[config.mk]
export PLATFORM = sky130hd
export DESIGN_NAME = oven_panel_setpoint_timer_controller
export DESIGN_NICKNAME = d
export VERILOG_FILES = /design/src/hdl/opstc_pkg.sv /design/src/hdl/opstc_ctrl.sv /design/src/hdl/opstc_dp.sv /design/src/hdl/oven_panel_setpoint_timer_controller.sv
export SDC_FILE = /design/constraint.sdc
export NUM_CORES = 1
export LEC_CHECK = 0
export BUFFER_PORTS_ARGS = -buffer_cell sky130_fd_sc_hd__buf_2
export CORE_MARGIN = 8
export CORE_UTILIZATION = 40
export CTS_CLUSTER_DIAMETER = 120
export DETAILED_ROUTE_END_ITERATION = 8
export SLEW_MARGIN = 20
export SYNTH_ARGS = -nofsm -noshare
export SYNTH_HDL_FRONTEND = slang
export SYNTH_HIERARCHICAL = 1
export SYNTH_SLANG_ARGS = --single-unit
[constraint.sdc]
create_clock -name i_clk -period 8.55 [get_ports i_clk]
set_input_delay 1.71 -clock i_clk [delete_from_list [all_inputs] [get_ports i_clk]]
set_output_delay 1.71 -clock i_clk [all_outputs]
set_load 0.01 [all_outputs]
[src/hdl/opstc_pkg.sv]
// ============================================================================
// opstc_pkg - shared types and constants for the oven panel controller
// Request and key codes, edit field codes, register indexes, reset values and
// the command / status structs between the controller and the datapath.
// ============================================================================
package opstc_pkg;

    localparam int WORD_W        = 16;
    localparam int PRESET_COUNT  = 4;
    localparam int EDIT_FIELDS   = 3;
    localparam int PRESET_SLOTS  = 4;   // entries held in one preset register
    localparam int SLOT_W        = 2;
    localparam int REQ_W         = 3;
    localparam int KEY_W         = 4;
    localparam int EDIT_W        = 2;
    localparam int CFG_IDX_W     = 3;
    localparam int CFG_DATA_W    = WORD_W * PRESET_SLOTS;
    localparam int IN_TDATA_W    = 24;  // key_code + new_target, padded to bytes
    localparam int OUT_TDATA_W   = 56;

    typedef logic signed [WORD_W-1:0] t_word;
    typedef logic [CFG_DATA_W-1:0]    t_table;

    // request kinds
    localparam logic [REQ_W-1:0] REQ_KEY        = 3'd0;
    localparam logic [REQ_W-1:0] REQ_TICK       = 3'd1;
    localparam logic [REQ_W-1:0] REQ_READY      = 3'd2;
    localparam logic [REQ_W-1:0] REQ_NOT_READY  = 3'd3;
    localparam logic [REQ_W-1:0] REQ_TIMER_ON   = 3'd4;
    localparam logic [REQ_W-1:0] REQ_TIMER_OFF  = 3'd5;
    localparam logic [REQ_W-1:0] REQ_LED        = 3'd6;
    localparam logic [REQ_W-1:0] REQ_SET_TARGET = 3'd7;

    // key codes
    localparam logic [KEY_W-1:0] KEY_P100   = 4'd0;
    localparam logic [KEY_W-1:0] KEY_P10    = 4'd1;
    localparam logic [KEY_W-1:0] KEY_P1     = 4'd2;
    localparam logic [KEY_W-1:0] KEY_STOP   = 4'd3;
    localparam logic [KEY_W-1:0] KEY_SELECT = 4'd4;
    localparam logic [KEY_W-1:0] KEY_RUN    = 4'd5;
    localparam logic [KEY_W-1:0] KEY_M100   = 4'd6;
    localparam logic [KEY_W-1:0] KEY_M10    = 4'd7;
    localparam logic [KEY_W-1:0] KEY_M1     = 4'd8;

    // edit field codes
    localparam logic [EDIT_W-1:0] EDIT_NONE = 2'd0;
    localparam logic [EDIT_W-1:0] EDIT_TEMP = 2'd1;
    localparam logic [EDIT_W-1:0] EDIT_MIN  = 2'd2;
    localparam logic [EDIT_W-1:0] EDIT_SEC  = 2'd3;
    localparam logic [EDIT_W-1:0] EDIT_LAST = EDIT_W'(EDIT_FIELDS);

    // configuration register indexes
    localparam logic [CFG_IDX_W-1:0] CFG_MAX_TEMP = 3'd0;
    localparam logic [CFG_IDX_W-1:0] CFG_MIN_TEMP = 3'd1;
    localparam logic [CFG_IDX_W-1:0] CFG_MAX_MIN  = 3'd2;
    localparam logic [CFG_IDX_W-1:0] CFG_MIN_MIN  = 3'd3;
    localparam logic [CFG_IDX_W-1:0] CFG_MAX_SEC  = 3'd4;
    localparam logic [CFG_IDX_W-1:0] CFG_MIN_SEC  = 3'd5;
    localparam logic [CFG_IDX_W-1:0] CFG_PRE_TEMP = 3'd6;
    localparam logic [CFG_IDX_W-1:0] CFG_PRE_MIN  = 3'd7;

    // register reset values
    localparam t_word RST_MAX_TEMP = 16'sd300;
    localparam t_word RST_MIN_TEMP = 16'sd0;
    localparam t_word RST_MAX_MIN  = 16'sd99;
    localparam t_word RST_MIN_MIN  = 16'sd0;
    localparam t_word RST_MAX_SEC  = 16'sd60;
    localparam t_word RST_MIN_SEC  = 16'sd0;

    localparam t_word STEP_100 = 16'sd100;
    localparam t_word STEP_10  = 16'sd10;
    localparam t_word STEP_1   = 16'sd1;

    localparam logic [SLOT_W-1:0] SLOT_LAST = SLOT_W'(PRESET_COUNT - 1);

    typedef struct packed {
        logic load;      // latch the request
        logic exec;      // apply the request to the state
        logic search;    // one preset table step
        logic out_load;  // capture the result into the output register
    } t_cmd;

    typedef struct packed {
        logic need_search;
        logic search_last;
        logic out_free;
    } t_sts;

endpackage

[src/hdl/opstc_ctrl.sv]
// ============================================================================
// opstc_ctrl - request sequencer
// Steps one request through execute, optional preset search and result load.
// ============================================================================
module opstc_ctrl (
    input  logic              i_clk,
    input  logic              i_rst_n,
    input  logic              i_in_valid,
    output logic              o_in_ready,
    input  opstc_pkg::t_sts   i_sts,
    output opstc_pkg::t_cmd   o_cmd
);
    import opstc_pkg::*;

    localparam logic [1:0] ST_IDLE   = 2'd0;
    localparam logic [1:0] ST_EXEC   = 2'd1;
    localparam logic [1:0] ST_SEARCH = 2'd2;
    localparam logic [1:0] ST_DONE   = 2'd3;

    logic [1:0] r_state;
    logic [1:0] n_state;

    assign o_in_ready = (r_state == ST_IDLE);

    always_comb begin
        n_state  = r_state;
        o_cmd    = '0;
        unique case (r_state)
            ST_IDLE: begin
                if (i_in_valid) begin
                    o_cmd.load = 1'b1;
                    n_state    = ST_EXEC;
                end
            end
            ST_EXEC: begin
                o_cmd.exec = 1'b1;
                n_state    = i_sts.need_search ? ST_SEARCH : ST_DONE;
            end
            ST_SEARCH: begin
                o_cmd.search = 1'b1;
                if (i_sts.search_last) begin
                    n_state = ST_DONE;
                end
            end
            ST_DONE: begin
                // hold until the output register can take the result
                if (i_sts.out_free) begin
                    o_cmd.out_load = 1'b1;
                    n_state        = ST_IDLE;
                end
            end
            default: n_state = ST_IDLE;
        endcase
    end

    always_ff @(posedge i_clk) begin
        if (!i_rst_n) begin
            r_state <= ST_IDLE;
        end else begin
            r_state <= n_state;
        end
    end

endmodule

[src/hdl/opstc_dp.sv]
// ============================================================================
// opstc_dp - panel state and arithmetic
// Config registers, panel state, field step/clamp, countdown, preset search
// and the output register.
// ============================================================================
module opstc_dp (
    input  logic                                i_clk,
    input  logic                                i_rst_n,
    input  opstc_pkg::t_cmd                     i_cmd,
    output opstc_pkg::t_sts                     o_sts,
    input  logic [opstc_pkg::REQ_W-1:0]         i_req_type,
    input  logic [opstc_pkg::KEY_W-1:0]         i_key_code,
    input  opstc_pkg::t_word                    i_new_target,
    input  logic                                i_cfg_we,
    input  logic [opstc_pkg::CFG_IDX_W-1:0]     i_cfg_idx,
    input  logic [opstc_pkg::CFG_DATA_W-1:0]    i_cfg_data,
    output logic                                o_out_valid,
    input  logic                                i_out_ready,
    output logic [opstc_pkg::OUT_TDATA_W-1:0]   o_out_data
);
    import opstc_pkg::*;

    // configuration
    t_word  r_max_temp, r_min_temp, r_max_min, r_min_min, r_max_sec, r_min_sec;
    t_table r_pre_temp, r_pre_min;

    // latched request
    logic [REQ_W-1:0] r_req_type;
    logic [KEY_W-1:0] r_key;
    t_word            r_new_target;

    // panel state
    t_word             r_target, r_min, r_sec;
    logic [EDIT_W-1:0] r_edit;
    logic              r_running, r_ready, r_timer, r_fan, r_blink, r_led, r_stop;
    t_word             n_target, n_min, n_sec;
    logic [EDIT_W-1:0] n_edit;
    logic              n_running, n_ready, n_timer, n_fan, n_blink, n_led, n_stop;

    // preset search
    logic [SLOT_W-1:0] r_cnt, n_cnt;
    logic              r_found_t, r_found_m, n_found_t, n_found_m;

    // output register
    logic                   r_out_valid;
    logic [OUT_TDATA_W-1:0] r_out_data;

    // field step and clamp
    t_word cur, hi, lo, step, sum, clamped;
    logic  dec;
    // countdown
    t_word min_dec, min_cl, sec_dec, sec_cl, sec_reload;
    // preset lookup
    logic              up, run_now;
    logic [SLOT_W-1:0] slot;
    t_word             pt, pm;

    always_ff @(posedge i_clk) begin
        if (!i_rst_n) begin
            r_max_temp <= RST_MAX_TEMP;
            r_min_temp <= RST_MIN_TEMP;
            r_max_min  <= RST_MAX_MIN;
            r_min_min  <= RST_MIN_MIN;
            r_max_sec  <= RST_MAX_SEC;
            r_min_sec  <= RST_MIN_SEC;
            r_pre_temp <= '0;
            r_pre_min  <= '0;
        end else if (i_cfg_we) begin
            unique case (i_cfg_idx)
                CFG_MAX_TEMP: r_max_temp <= i_cfg_data[WORD_W-1:0];
                CFG_MIN_TEMP: r_min_temp <= i_cfg_data[WORD_W-1:0];
                CFG_MAX_MIN:  r_max_min  <= i_cfg_data[WORD_W-1:0];
                CFG_MIN_MIN:  r_min_min  <= i_cfg_data[WORD_W-1:0];
                CFG_MAX_SEC:  r_max_sec  <= i_cfg_data[WORD_W-1:0];
                CFG_MIN_SEC:  r_min_sec  <= i_cfg_data[WORD_W-1:0];
                CFG_PRE_TEMP: r_pre_temp <= i_cfg_data;
                CFG_PRE_MIN:  r_pre_min  <= i_cfg_data;
                default: ;
            endcase
        end
    end

    always_ff @(posedge i_clk) begin
        if (i_cmd.load) begin
            r_req_type   <= i_req_type;
            r_key        <= i_key_code;
            r_new_target <= i_new_target;
        end
    end

    // edited field and its limits
    always_comb begin
        unique case (r_edit)
            EDIT_TEMP: begin cur = r_target; hi = r_max_temp; lo = r_min_temp; end
            EDIT_MIN:  begin cur = r_min;    hi = r_max_min;  lo = r_min_min;  end
            EDIT_SEC:  begin cur = r_sec;    hi = r_max_sec;  lo = r_min_sec;  end
            default:   begin cur = r_target; hi = r_max_temp; lo = r_min_temp; end
        endcase
    end

    always_comb begin
        unique case (r_key)
            KEY_P100: begin step = STEP_100; dec = 1'b0; end
            KEY_P10:  begin step = STEP_10;  dec = 1'b0; end
            KEY_M100: begin step = STEP_100; dec = 1'b1; end
            KEY_M10:  begin step = STEP_10;  dec = 1'b1; end
            KEY_M1:   begin step = STEP_1;   dec = 1'b1; end
            default:  begin step = STEP_1;   dec = 1'b0; end
        endcase
    end

    // wrap to 16 bits, then clamp
    assign sum     = dec ? (cur - step) : (cur + step);
    assign clamped = dec ? ((sum < lo) ? lo : sum) : ((sum > hi) ? hi : sum);

    assign min_dec    = r_min - STEP_1;
    assign min_cl     = (min_dec < r_min_min) ? r_min_min : min_dec;
    assign sec_dec    = r_sec - STEP_1;
    assign sec_cl     = (sec_dec < r_min_sec) ? r_min_sec : sec_dec;
    assign sec_reload = r_max_sec - STEP_1;

    // +1 walks the table upwards, -1 downwards
    assign up   = (r_key == KEY_P1);
    assign slot = up ? r_cnt : (SLOT_LAST - r_cnt);
    assign pt   = r_pre_temp[{slot, 4'd0} +: WORD_W];
    assign pm   = r_pre_min[{slot, 4'd0} +: WORD_W];

    assign run_now = r_running | (r_edit == EDIT_NONE);

    always_comb begin
        n_target  = r_target;
        n_min     = r_min;
        n_sec     = r_sec;
        n_edit    = r_edit;
        n_running = r_running;
        n_ready   = r_ready;
        n_timer   = r_timer;
        n_fan     = r_fan;
        n_blink   = r_blink;
        n_led     = r_led;
        n_stop    = r_stop;
        n_cnt     = r_cnt;
        n_found_t = r_found_t;
        n_found_m = r_found_m;
        if (i_cmd.exec) begin
            n_stop    = 1'b0;
            n_cnt     = '0;
            n_found_t = 1'b0;
            n_found_m = 1'b0;
            unique case (r_req_type)
                REQ_KEY: begin
                    case (r_key) inside
                        KEY_STOP: begin
                            n_running = 1'b0;
                            n_stop    = 1'b1;
                        end
                        KEY_SELECT: begin
                            n_running = 1'b0;
                            n_stop    = 1'b1;
                            n_edit    = (r_edit == EDIT_LAST) ? EDIT_NONE : r_edit + 2'd1;
                        end
                        KEY_RUN: begin
                            n_running = run_now;
                            if (run_now && r_ready && !r_timer) begin
                                n_timer = 1'b1;
                            end
                        end
                        KEY_P100, KEY_P10, KEY_P1, KEY_M100, KEY_M10, KEY_M1: begin
                            // preset steps with no field selected run in the search phase
                            if (!r_running) begin
                                unique case (r_edit)
                                    EDIT_TEMP: n_target = clamped;
                                    EDIT_MIN:  n_min    = clamped;
                                    EDIT_SEC:  n_sec    = clamped;
                                    default: begin
                                        if (r_key == KEY_M100) begin
                                            n_fan = ~r_fan;
                                        end
                                    end
                                endcase
                            end
                        end
                        default: ;
                    endcase
                end
                REQ_TICK: begin
                    if (r_running) begin
                        if (r_sec <= 0 && r_min <= 0) begin
                            n_running = 1'b0;
                            n_stop    = 1'b1;
                        end else if (r_sec <= 0) begin
                            n_min = min_cl;
                            n_sec = sec_reload;
                        end else begin
                            n_sec = sec_cl;
                        end
                    end
                end
                REQ_READY: n_ready = 1'b1;
                REQ_NOT_READY: begin
                    n_ready = 1'b0;
                    n_timer = 1'b0;
                end
                REQ_TIMER_ON:  n_timer = 1'b1;
                REQ_TIMER_OFF: n_timer = 1'b0;
                REQ_LED: begin
                    if (!r_ready) begin
                        n_blink = ~r_blink;
                        n_led   = ~r_blink;
                    end else begin
                        n_led = ~r_timer;
                    end
                end
                REQ_SET_TARGET: n_target = r_new_target;
                default: ;
            endcase
        end else if (i_cmd.search) begin
            n_cnt = r_cnt + 2'd1;
            if (!r_found_t && (up ? (pt > r_target) : (pt < r_target))) begin
                n_target  = pt;
                n_found_t = 1'b1;
            end
            if (!r_found_m && (up ? (pm > r_min) : (pm < r_min))) begin
                n_min     = pm;
                n_found_m = 1'b1;
            end
        end
    end

    always_ff @(posedge i_clk) begin
        if (!i_rst_n) begin
            r_target  <= '0;
            r_min     <= '0;
            r_sec     <= '0;
            r_edit    <= EDIT_NONE;
            r_running <= 1'b0;
            r_ready   <= 1'b0;
            r_timer   <= 1'b0;
            r_fan     <= 1'b0;
            r_blink   <= 1'b0;
            r_led     <= 1'b0;
            r_stop    <= 1'b0;
            r_cnt     <= '0;
            r_found_t <= 1'b0;
            r_found_m <= 1'b0;
        end else begin
            r_target  <= n_target;
            r_min     <= n_min;
            r_sec     <= n_sec;
            r_edit    <= n_edit;
            r_running <= n_running;
            r_ready   <= n_ready;
            r_timer   <= n_timer;
            r_fan     <= n_fan;
            r_blink   <= n_blink;
            r_led     <= n_led;
            r_stop    <= n_stop;
            r_cnt     <= n_cnt;
            r_found_t <= n_found_t;
            r_found_m <= n_found_m;
        end
    end

    always_ff @(posedge i_clk) begin
        if (!i_rst_n) begin
            r_out_valid <= 1'b0;
        end else if (i_cmd.out_load) begin
            r_out_valid <= 1'b1;
        end else if (i_out_ready) begin
            r_out_valid <= 1'b0;
        end
    end

    always_ff @(posedge i_clk) begin
        if (i_cmd.out_load) begin
            r_out_data <= {r_stop, r_led, r_fan, r_timer, r_ready, r_running,
                           r_edit, r_sec, r_min, r_target};
        end
    end

    assign o_out_valid       = r_out_valid;
    assign o_out_data        = r_out_data;
    assign o_sts.out_free    = !r_out_valid || i_out_ready;
    assign o_sts.search_last = (r_cnt == SLOT_LAST);
    assign o_sts.need_search = (r_req_type == REQ_KEY) && !r_running && (r_edit == EDIT_NONE)
                               && ((r_key == KEY_P1) || (r_key == KEY_M1));

endmodule

[src/hdl/oven_panel_setpoint_timer_controller.sv]
// ============================================================================
// oven_panel_setpoint_timer_controller - oven front-panel controller
// Keeps target temperature, countdown timer, edit field and panel flags.
// ============================================================================
//  - Requests arrive on s_axis, one per transfer: tuser carries the request
//    kind, tdata the key code and a new target temperature. Every request
//    yields one result transfer on m_axis with the panel state after it.
//  - Timing: an accepted request is latched, executed, then loaded into the
//    output register; the next request is accepted once that load is done.
//    A +1 or -1 key with no field selected walks the four preset entries,
//    one per cycle, between execute and the load.
//  - Receiver stall: a new request may be taken while the previous result
//    waits in the output register; its own result then waits in the
//    sequencer with s_axis_tready low until that register frees up.
//  - Configuration writes (i_cfg_*) take effect at the edge with the write
//    enable high; the user must issue them only while the block is idle, as the block does not enforce it.
//  - Synchronous active-low reset restores the config defaults, clears the
//    panel state and empties the output register.
// ============================================================================
module oven_panel_setpoint_timer_controller (
    input  logic                                i_clk,
    input  logic                                i_rst_n,
    // request channel
    input  logic                                s_axis_tvalid,
    output logic                                s_axis_tready,
    // [3:0] key_code, [19:4] new_target, [23:20] zero
    input  logic [opstc_pkg::IN_TDATA_W-1:0]    s_axis_tdata,
    // [2:0] req_type
    input  logic [opstc_pkg::REQ_W-1:0]         s_axis_tuser,
    // result channel
    output logic                                m_axis_tvalid,
    input  logic                                m_axis_tready,
    // [15:0] target_temperature, [31:16] timer_minutes, [47:32] timer_seconds,
    // [49:48] edit_field, [50] oven_running, [51] oven_ready,
    // [52] timer_working, [53] fan_on, [54] red_led, [55] heater_stop
    output logic [opstc_pkg::OUT_TDATA_W-1:0]   m_axis_tdata,
    // configuration write port
    input  logic                                i_cfg_we,
    input  logic [opstc_pkg::CFG_IDX_W-1:0]     i_cfg_idx,
    input  logic [opstc_pkg::CFG_DATA_W-1:0]    i_cfg_data
);
    import opstc_pkg::*;

    t_cmd cmd;
    t_sts sts;

    // sequencer: one request at a time
    opstc_ctrl u_ctrl (
        .i_clk      (i_clk),
        .i_rst_n    (i_rst_n),
        .i_in_valid (s_axis_tvalid),
        .o_in_ready (s_axis_tready),
        .i_sts      (sts),
        .o_cmd      (cmd)
    );

    // state, arithmetic and output register
    opstc_dp u_dp (
        .i_clk        (i_clk),
        .i_rst_n      (i_rst_n),
        .i_cmd        (cmd),
        .o_sts        (sts),
        .i_req_type   (s_axis_tuser),
        .i_key_code   (s_axis_tdata[KEY_W-1:0]),
        .i_new_target (s_axis_tdata[KEY_W +: WORD_W]),
        .i_cfg_we     (i_cfg_we),
        .i_cfg_idx    (i_cfg_idx),
        .i_cfg_data   (i_cfg_data),
        .o_out_valid  (m_axis_tvalid),
        .i_out_ready  (m_axis_tready),
        .o_out_data   (m_axis_tdata)
    );

endmodule

## Yosys cells after proc, flatten, opt, wreduce, memory -nomap -nowiden

Index checks and enable logic that the tools add are counted.

| operators by class | value |
|---|---|
| eq/ne operators | 55 |
| order comparisons | 10 |
| add/sub/neg operators | 8 |
| reduce and logical (&&, ||, !) cells | 55 |
| muxes and demuxes | 79 |
| shifts and indexed selects | 2 |
| bitwise operators | 11 |

Operator list:

| operator | number |
|---|---|
| 2-to-1 mux 16 bit | 36 |
| case mux 16 bit (2 select lines) | 6 |
| variable part select 64 x 7 -> 16 bit | 2 |
| < comparator 16 bit | 5 |
| > comparator 16 bit | 3 |
| subtractor 16 x 2 -> 16 bit (second input constant) | 3 |
| less-or-equal comparator 16 x 1 -> 1 bit (second input constant) | 2 |
| 2-to-1 mux 1 bit | 26 |
| equality test 3 bit (second input constant) | 8 |
| inequality test 3 bit (second input constant) | 8 |
| AND reduction 2 bit | 12 |
| inequality test 2 bit (second input constant) | 9 |
| AND reduction 9 bit | 2 |
| adder 16 x 8 -> 16 bit | 1 |
| equality test 4 x 3 -> 1 bit (second input constant) | 4 |
| subtractor 16 x 8 -> 16 bit | 1 |
| case mux 7 bit (2 select lines) | 1 |
| equality test 3 x 2 -> 1 bit (second input constant) | 4 |
| AND reduction 12 bit | 1 |
| nonzero test 2 bit | 6 |
| equality test 2 bit (second input constant) | 5 |
| 2-to-1 mux 2 bit | 5 |
| NOT 1 bit | 10 |
| AND reduction 10 bit | 1 |
| 28 further kinds | 59 |

| storage, ports and cells | value |
|---|---|
| word-level logic and storage cells | 248 |
| bits of input ports | 99 |
| output and inout port bits | 58 |
| register bits | 367 |

## Depth between registers and ports, before layout

Gate-level depths: netlist of run 1.

| logic depth | value |
|---|---|
| word-level depth | 16 |
| gate-level depth with buffers | 28 |
| depth with buffers taken out | 22 |

## Modules after synthesis

Netlist of run 1, hierarchy kept.

Modules (own cells, without submodules):

| module | area an instance (µm²) | times used | sequential area each (µm²) | cells each |
|---|---|---|---|---|
| opstc_dp | 20805.0 | 1 | 8097.8 | 2421 |
| opstc_ctrl | 225.2 | 1 | 40.0 | 25 |

## Worst setup path after synthesis of run 1

OpenSTA, ideal clock, no wires.

| timing path | value |
|---|---|
| kind | register to register |
| start | register u_dp.r_edit[0] |
| end | register u_dp.r_min[0] |
| cell stages (with the launch flop) | 28 |
| buffers on the path | 5 |
| arrival | 5.839 ns |
| path slack | 2.589 ns |
| library setup time | 0.122 ns |
| clock period less this slack | 5.961 ns |
| data required time | 8.428 ns |
| path through | dfxtp_1 -> inv_1 -> ha_1 -> nor2_1 -> clkbuf_1 -> clkbuf_1 -> clkbuf_1 -> buf_1 -> a21oi_1 -> ha_1 -> fa_1 -> nand2b_1 -> a21oi_1 -> o21ai_0 -> nor2b_1 -> xor2_1 -> inv_1 -> ha_1 -> a21oi_1 -> nor2b_1 -> o41ai_1 -> and4b_1 -> buf_2 -> nor2_8 -> mux2_2 -> a221oi_2 -> nor2_1 -> o311a_1 |

| on the way | value |
|---|---|
| longest elaborated chain between the ends | 15 |
| elaborated cells on any way between the ends | 23 |
| those cells by class | add/sub: 2; order compare: 2; eq/ne: 3; mux: 15; reduce/logical: 1 |

RTL lines:

| element | RTL line | source |
|---|---|---|
| start: declaration | opstc_dp.sv:34 | `logic [EDIT_W-1:0] r_edit;` |
| start signal: assignment | opstc_dp.sv:250 | `r_edit <= n_edit;` |
| equality test 2 bit, on equally long branches | opstc_dp.sv:93, opstc_dp.sv:171 |  |
| case mux 16 bit (2 select lines) | opstc_dp.sv:93 | `unique case (r_edit)` |
| adder 16 x 8 -> 16 bit or subtractor 16 x 8 -> 16 bit (tied branches) | opstc_dp.sv:113 | `assign sum = dec ? (cur - step) : (cur + step);` |
| 2-to-1 mux 16 bit | opstc_dp.sv:113 |  |
| > comparator 16 bit or < comparator 16 bit (tied branches) | opstc_dp.sv:114 | `assign clamped = dec ? ((sum < lo) ? lo : sum) : ((sum > hi) ? hi : sum);` |
| 2-to-1 mux 16 bit (2 in series) | opstc_dp.sv:114 |  |
| 2-to-1 mux 16 bit | opstc_dp.sv:171 | `unique case (r_edit)` |
| 2-to-1 mux 16 bit | opstc_dp.sv:170 | `if (!r_running) begin` |
| 2-to-1 mux 16 bit (4 in series) | opstc_dp.sv:152 | `case (r_key) inside` |
| case mux 16 bit (2 select lines) | opstc_dp.sv:150 | `unique case (r_req_type)` |
| 2-to-1 mux 16 bit | opstc_dp.sv:145 | `if (i_cmd.exec) begin` |
| end signal: assignment | opstc_dp.sv:248 | `r_min <= n_min;` |
| end: declaration | opstc_dp.sv:33 | `t_word r_target, r_min, r_sec;` |

Parallel ways exist; a longest one is shown, timed or not. The select of a mux whose other input is x is not followed.
A chain may end at the register's enable or synchronous reset.

## Final worst setup path of run 1

| timing path | value |
|---|---|
| start | register u_dp.r_key[0] |
| end | register u_dp.r_target[1] |

| on the way | value |
|---|---|
| longest elaborated chain between the ends | 16 |
| elaborated cells on any way between the ends | 45 |
| those cells by class | add/sub: 2; order compare: 4; eq/ne: 12; shift: 1; mux: 18; reduce/logical: 8 |

RTL lines:

| element | RTL line | source |
|---|---|---|
| start: declaration | opstc_dp.sv:29 | `logic [KEY_W-1:0] r_key;` |
| start signal: assignment | opstc_dp.sv:86 | `r_key <= i_key_code;` |
| equality test 4 x 3 -> 1 bit (tied with other cells) | opstc_dp.sv:102 | `unique case (r_key)` |
| OR reduction 2 bit (no line) | - |  |
| case mux 7 bit (2 select lines) | opstc_dp.sv:102 |  |
| adder 16 x 8 -> 16 bit or subtractor 16 x 8 -> 16 bit (tied branches) | opstc_dp.sv:113 |  |
| 2-to-1 mux 16 bit | opstc_dp.sv:113 |  |
| > comparator 16 bit or < comparator 16 bit (tied branches) | opstc_dp.sv:114 |  |
| 2-to-1 mux 16 bit (2 in series) | opstc_dp.sv:114 |  |
| 2-to-1 mux 16 bit | opstc_dp.sv:171 |  |
| 2-to-1 mux 16 bit | opstc_dp.sv:170 |  |
| 2-to-1 mux 16 bit (4 in series) | opstc_dp.sv:152 |  |
| case mux 16 bit (2 select lines) | opstc_dp.sv:150 |  |
| 2-to-1 mux 16 bit | opstc_dp.sv:145 |  |
| end signal: assignment | opstc_dp.sv:247 | `r_target <= n_target;` |
| end: declaration | opstc_dp.sv:33 |  |

Parallel ways exist; a longest one is shown, timed or not. The select of a mux whose other input is x is not followed.

==> results of run 1 <==
area by class of cell:
cell class | count | area [um2]
fill | 5070 | 28570
antenna | 1 | 2.502
multi-input combinational | 1811 | 11870
clock inverter | 22 | 224.0
timing repair buffer | 188 | 1037
inverter | 108 | 405.4
clock buffer | 53 | 1122
sequential | 367 | 8138
tap | 688 | 860.8
metrics by stage:
stage | instances | area (um2) | total power [W]
2_1_floorplan | 2446 | 21030 | 0.004699
3_3_place_gp | 3162 | 22300 | 0.005756
3_5_place_dp | 3162 | 22310 | 0.005811
4_1_cts | 3237 | 23650 | 0.007611
5_1_grt | 3237 | 23660 | 0.008077
6_report | 3238 | 23660 | 0.007630
sequential cells by signal, indices dropped and copies added, names as in the netlist, 3 cells and up:
signal             cells
u_dp/r_key             4
u_dp/r_sec            16
u_dp/r_new_target     16
u_dp/o_out_data       56
u_dp/r_pre_temp       64
u_dp/r_req_type        3
u_dp/r_max_temp       16
u_dp/r_max_sec        16
u_dp/r_max_min        16
u_dp/r_min_sec        16
u_dp/r_min            16
u_dp/r_target         16
u_dp/r_pre_min        64
u_dp/r_min_min        16
u_dp/r_min_temp       16
worst max-delay path: stages, from the launching register on:
cell	delay, ps
edfxtp_1	590
nor3_1	430
a21oi_2	100
buf_4	250
inv_1	320
buf_4	340
ha_1	310
a21oi_1	240
nand3_1	110
or3_1	330
nand4_1	240
xnor2_1	150
ha_1	540
nand3_1	250
o31a_1	520
or2_1	300
o21a_1	160
mux2_2	300
a211oi_1	560
buf_4	290
o211ai_1	100
a32o_1	230
worst max path at each step:
stage / endpoint / slack (ps) / depth (start not counted)
4_1_cts: u_dp/r_target[1] / 1900 / 21
3_3_place_gp: u_dp/r_target[1] / 1990 / 22
2_1_floorplan: u_dp/r_min[0] / 2590 / 27
6_report: u_dp/r_target[1] / 1760 / 21
5_1_grt: u_dp/r_target[1] / 1420 / 21
3_5_place_dp: u_dp/r_target[1] / 1970 / 24
logic make-up (layout without fill, tap and decap cells):
| family | count (synthesis) | in the layout | synth area share |
|---|---|---|---|
| AND/OR/NAND/NOR | 935 | 935 | 0.1980 |
| AO/OA/AOI/OAI | 615 | 615 | 0.2091 |
| flip-flops | 367 | 367 | 0.3870 |
| buffers and inverters | 268 | 371 | 0.05140 |
| adder cells (fa/ha/maj) | 122 | 122 | 0.07294 |
| multiplexers | 82 | 82 | 0.05789 |
| XOR/XNOR | 57 | 57 | 0.02374 |
| other | 0 | 1 | 0 |
where the power goes:
group / leakage (nW) / switching, W / total (W) / internal, W
sequential: 3.06 / 0.000162 / 0.00209 / 0.00193
clock: 0.652 / 0.000770 / 0.00177 / 0.00100
combinational: 5.08 / 0.00237 / 0.00376 / 0.00140
cells in the mapped netlist (44+ instances only):
cell type	instances
a21boi_0	218
nor2_1	124
dfxtp_1	288
clkbuf_1	118
ha_1	121
nand2_1	562
mux2i_1	44
o21ai_0	56
nand3_1	64
a21oi_1	103
edfxtp_1	79
inv_1	108
per-layer routing:
| layer | global-route usage | vias to the layer above | part of all wire |
|---|---|---|---|
| met5 | 0 | - | 0 |
| li1 | - | 8757 | - |
| met1 | 0.3128 | 8840 | 0.46 |
| met4 | 0.08079 | 0 | 0.037 |
| met3 | 0.03888 | 144 | 0.061 |
| met2 | 0.3580 | 623 | 0.45 |
cells in the final DEF (no fill, tap or decap), drive strengths merged, types with 10 or more instances in the layout:
cell type,synthesis,final
nand3,65,65
xnor2,36,36
nand4,21,21
edfxtp,79,79
clkbuf,134,53
a21oi,104,104
buf,26,188
nand2b,16,16
xor2,21,21
o221ai,11,11
nor4,10,10
nand2,563,563
a31oi,12,12
clkinv,0,16
inv,108,108
a22oi,15,15
mux4,31,31
mux2i,44,44
nor3,37,37
a211oi,37,37
or3,18,18
nor2b,21,21
ha,121,121
o21ai,61,61
o31ai,14,14
nor2,127,127
and2,10,10
a21boi,220,220
dfxtp,288,288
a22o,33,33
o211ai,20,20
a21o,19,19
==> impl_results.md, run 1 <==
- Skew final: between 20 and 25 ps
- Final ANT Viol Nets: 0
- Achievable frequency: 147.3 MHz
- Max-cap check violation count: 0
- Crit. Startpoint: u_dp/r_key[0]
- Yosys reg bits: 367
- Min Hold Slack: between 400 and 500 ps
- Asr flop ratio synth: 0
- Synth Flop Type: dfxtp_1
- Grt ovf: 0
- I/O pins: 157
- Fin crit share: 0.7942
- R2r endpoint: u_dp/r_target[1]
- Port Buffers: 152
- Pre-antenna DRT Iters: 6
- Min Tclk post-route: approximately 6800 ps
- Rows: 84
- Hold crit path type: reg -> reg
- Reg2Reg Depth: 21
- Worst-path clk slew: around 60 ps
- Area growth, synth to finish: 12.51%
- Fin. Hold Viols: 0
- Post-synth EDFFs: 79
- Final worst slack: 1760 ps
- H-tree depth: 2
- Min-delay src: u_dp/r_target[15]
- Die height: between 200 and 250 um
- Worst path required time: between 9000 and 10,000 ps
- Warnings from Yosys: 6
- Post-synthesis sequential area ratio: 0.3870
- Initial antenna violation count: 1
- Vias per cell: ~5.7
- Max Root-Sink Buffers: 3
- Number of global-route vias before repair: around 18k
- Post-CTS Resized: 0
- DR iter-0 viols: approximately 1.8k
- Max IR drop VDD: ~0.00022 V
- Rel. slew slack: 0.3090
- Setup crit end kind: flop
- Clock Latency Late Sink: between 500 and 600 ps
- Hold path cells: 0
- Synth unique cells: 99
- Mapped Cells: 2,446
- Total wire length: 71,110 um
- Synth top area cells: dfxtp_1 27%, edfxtp_1 11%, nand2_1 10%
- GRT Util Overall: 0.2278
- Pleak: between 8 and 9 nW
- # DRC: 0
- Pins Over Slew Limit: 0
- P per Cell Area: around 320 nW/um2
- Via count: 18.36k
- Synth top area share: 0.2742
- Initial core utilization: 0.4026
- Largest net degree at the start of global routing: about 120
- Hold_buf cts: 0
- Status: finished, final reports clean
- Core area: between 50,000 and 60,000 um2
- DR WL/cell: around 22 um
- Hold Path End: u_dp/o_out_data[15]
- Max Fanout on Critical Path: 21
- Setup Buffers After CTS: 0
- Share of cells above drive strength 1: 0.1334
- Core Util, Final: 0.4530
- Syn nets: about 2.7k
- Post-Syn Area: 21,030 um2
- Worst r2r src: u_dp/r_key[0]
- CTS root buffer: clkbuf_16
- Slew @ Worst Pin: just over 1000 ps
- Worst EP arrival: approximately 7300 ps
- Critical path type: reg -> reg
- Placer Congestion: between 0.9 and 1
- DIE WIDTH: around 250 um
- TritonCTS clock tree: built
- Syn_area_per_cell: about 8.6 um2
- R2R setup slack: 1760 ps
- CTS sink cnt: ~370
- Place WS: approximately 2000 ps
- Worst Setup Start Kind: flop
- Setup Viol. Count Final: 0
- Unrepaired setup endpoints after global routing: false
- Nets: around 2.7k
- Detailed Place HPWL: 53,400 um
- Synth area leader: dfxtp_1
- CTS Buf Count: 42
- TNS Setup: 0 ps
- First-pass GRT wire length: around 110,000 um
- Die area: 60,170 um2
Note: power is estimated with default switching activity, not from simulation.
==> inputs of run 2 (changes only) <==
Settings changed: ABC_AREA from default to 1.
Clock period 8.55 ns to 5.7 ns, I/O delays scaled along.
==> run 2 against run 1 <==
- sequential power up 48%
- power up 61%
- utilization up 0.73 points
- worst setup slack worse by 1400 ps
- design area down 0.60%
- fmax up 27%
- register-to-register slack worse by 1400 ps
- critical path depth up 3
- cell count up 13%
- critical endpoint is now u_dp/r_min[9]
- clock power up 54%
- flip-flop and latch count unchanged
==> impl_results.md, run 2 <==
- Most frequent cells in the layout: 457 x nor2_1, 382 x nand2_1, 301 x o21ai_0, 288 x dfxtp_1, 287 x inv_1
- Setup crit end kind: flop
- Unrepaired setup endpoints after global routing: false
- DR iter-0 viols: 2,041 (+15%)
- Pre-antenna DRT Iters: 6 (unchanged)
- Status: finished, final reports clean
- Total wire length: 78,660 um (+11%)
- Min-delay src: u_dp/r_led
- CTS root buffer: clkbuf_16
- Post-synthesis simple-gate area fraction: 0.2236 (+0.02561)
- Sequential power share: 0.251 (-0.024)
- H-tree depth: 2 (unchanged)
- DP Cell Count: 3,571 (+13%)
- Reg2Reg Depth: 24 (+14%)
- Grt ovf: 0 (unchanged)
- Net Sw Frac: 0.4705 (+0.03821)
- Largest family of logic cells by synthesized area: simple AND/OR/NAND/NOR gates
- Final worst slack: 362.2 ps (-1398 ps)
- Critical path's largest stage delay: 550 ps (-40 ps)
- Largest net degree at the start of global routing: 140 (+18%)
- Comb power frac: 0.527 (+0.034)
- Adder-Cell Fraction of Synth Area: 0.07450 (+0.001556)
- Skew final: 30.50 ps (+6.360 ps)
- CTS Buf Count: 42 (unchanged)
- Fin crit share: 0.9364 (+0.1423)
- Detailed Place HPWL: 59,220 um (+11%)
- Pleak: 10.61 nW (+21%)
- GRT Util Overall: 0.2556 (+0.02783)
- Max-cap check violation count: 0 (unchanged)
- Clk pwr share: 0.222 (-0.010)
- Place WS: 431.0 ps (-1543 ps)
- CP dominant cell by count: nand3_1
- Synth top area share: 0.2800 (+0.005847)
- Clock Latency Late Sink: 600 ps (about the same)
- P per Cell Area: 522.9 nW/um2 (+62%)
- Psw: 0.005786 W (+75%)
- Final ANT Viol Nets: 0 (unchanged)
- Critical path type: reg -> reg
- Share of cells above drive strength 1: 0.1229 (-0.01045)
- Placement-stage cell area: 22,140 um2 (-0.76%)
- Top cells by count, synth: 460 x nor2_1, 382 x nand2_1, 301 x o21ai_0
- Achievable frequency: 187.3 MHz (+27%)
- Rows: 83 (-1.2%)
- CTS sink cnt: 367 (unchanged)
- Worst r2r src: u_dp/r_edit[1]
- Die area: 58,990 um2 (-2.0%)
- Fin. Hold Viols: 0 (unchanged)
- Number of global-route vias before repair: 19.00k (+7.4%)
- Synth area leader: dfxtp_1
- Complex-gate fraction of the synthesized area: 0.1998 (-0.009274)
- I/O pins: 157 (unchanged)
- DR WL/cell: 21.55 um (-1.9%)
- DIE WIDTH: 242.9 um (-0.98%)
- Synth Flop Type: dfxtp_1
- R2r endpoint: u_dp/r_min[9]
- Core area: 51,090 um2 (-2.2%)
- Slowest cell on the critical path: ha_1
- Int Pwr: 0.006513 W (+50%)
- Via count: 20.10k (+9.5%)
- Max Root-Sink Buffers: 3 (unchanged)
- Post-synthesis sequential area ratio: 0.3952 (+0.008253)
- Worst-path clk slew: 60 ps (about the same)
- Xor-xnor portion of the synthesized cell area: 0.02133 (-0.002410)
- CP top delay family: simple AND/OR/NAND/NOR gates
- Post-Syn Area: 20,590 um2 (-2.1%)
- Post-synth EDFFs: 79 (unchanged)
- Worst Setup Start Kind: flop
- Port Buffers: 152 (unchanged)
- TritonCTS clock tree: built
- # DRC: 0 (unchanged)
- Crit-path cells: ha_1 > inv_1 > buf_4 > o221ai_1 > ha_1 > a21o_1 > a21oi_1 > inv_1 > nand3_1 > nand2_1 > xnor2_1 > inv_1 > ha_1 > nand4_1 > nor2_1 > nand2_1 > nand3_1 > buf_4 > nand4_1 > nand3_1 > nand3_1 > nand3_1 > nand2_1 > a21oi_2
- Worst Path Buf+Inv: 5 (+1)
- Initial antenna violation count: 0 (-1)
- Hold_buf cts: 0 (unchanged)
- Count leader, synth: nor2_1
- Yosys reg bits: 367 (unchanged)
- Syn nets: 3,037 (+14%)
- Tot Pwr: 0.01230 W (+61%)
- Vias per cell: 5.507 (-2.9%)
- Area growth, synth to finish: 14.22%
- TNS Setup: 0 ps (unchanged)
- Final Non-Filler Cells: 3,650 (+13%)
- First-pass GRT wire length: 116,400 um (+8.9%)
- Worst EP arrival: 5850 ps (-1410 ps)
- Synth top area cells: dfxtp_1 28%, edfxtp_1 12%, nor2_1 8.4%
- Mapped Cells: 2,816 (+15%)
- Hold crit path type: reg -> reg
- Min Tclk post-route: 5338 ps (-1452 ps)
- Initial core utilization: 0.4030 (about the same)
- Mux contribution to synthesized area: 0 (-0.05789)
- Commonest non-fill, non-tap cell in the layout: nor2_1
- Hold path cells: 0 (unchanged)
- Nets: 3,156 (+15%)
- Warnings from Yosys: 6 (unchanged)
- Setup Viol. Count Final: 0 (unchanged)
- Layout Cell Area excl Fill: 23,520 um2 (-0.60%)
- Die height: 242.9 um (-0.98%)
- Placer Congestion: 0.9515 (-1.9%)
- Syn_area_per_cell: 7.312 um2 (-15%)
- Asr flop ratio synth: 0 (unchanged)
- Max Fanout on Critical Path: 15 (-29%)
- Synth unique cells: 56 (-43%)
- Pins Over Slew Limit: 0 (unchanged)
- Setup Buffers After CTS: 0 (unchanged)
- Hold Path End: u_dp/o_out_data[54]
- Slew @ Worst Pin: 1038 ps (+1.938 ps)
- Rel. slew slack: 0.3077 (-0.001293)
- Post-CTS Resized: 0 (unchanged)
- Max IR drop VDD: 0.0002674 V (+23%)
- Worst path required time: 6210 ps (-2810 ps)
- R2R setup slack: 360 ps (-1400 ps)
## run 2: power groups by stage
stage	combinational, W	clock, W	sequential, W
final	0.00648	0.00273	0.00309
after global routing	0.00714	0.00289	0.00310
after global placement	0.00626	0	0.00313
after floorplan	0.00423	0	0.00308
after detailed placement	0.00633	0	0.00314
after CTS	0.00636	0.00278	0.00308
## run 2: logic make-up after synthesis
group | after synthesis
fa+ha+maj | 122
simple gates | 1097
buf+inv | 451
compound gates | 731
xor+xnor | 48
flops | 367
## run 2: per-stage QoR
stage / hold WS (ps) / utilization
floorplan: 408.2 / -
global placement: 416.6 / 0.4332
detailed placement: 421.6 / 0.4332
CTS: 437.7 / 0.4603
global route: 446.7 / 0.4603
finish: 439.3 / 0.4603
## run 2: worst max path at each step
stage | slack (ps) | start | end | cells past startpoint
global placement | 500 | u_dp/r_edit[0] | u_dp/r_min[8] | 25
finish | 360 | u_dp/r_edit[1] | u_dp/r_min[9] | 24
floorplan | 770 | u_dp/r_edit[0] | u_dp/r_sec[2] | 32
CTS | 420 | u_dp/r_edit[1] | u_dp/r_min[8] | 25
global route | 6 | u_dp/r_edit[1] | u_dp/r_min[8] | 27
detailed placement | 430 | u_dp/r_edit[1] | u_dp/r_min[8] | 25
## run 2: worst reg2reg max path, delay by kind of cell, from the launching register on
kind	cells	cell delay, ps
xor+xnor	1	350
fa+ha+maj	3	1210
simple gates	11	1510
buf+inv	5	1020
compound gates	4	820
flops	1	390
## run 2: final cells by class
cell class / count / area (um2)
Antenna cell: 1 / 2.502
Sequential cell: 367 / 8138
Timing Repair Buffer: 222 / 1292
Clock inverter: 17 / 146.4
Tap cell: 680 / 850.8
Multi-Input combinational cell: 1998 / 10710
Fill cell: 5227 / 27580
Inverter: 304 / 1147
Clock buffer: 61 / 1235
## run 2: layer usage
metal	GRT usage	vias to the layer above	wire (um)
li1	-	9687	-
met5	0	-	0
met3	0.04107	169	5164
met1	0.3322	9529	33960
met4	0.1283	0	4058
met2	0.4082	715	35470
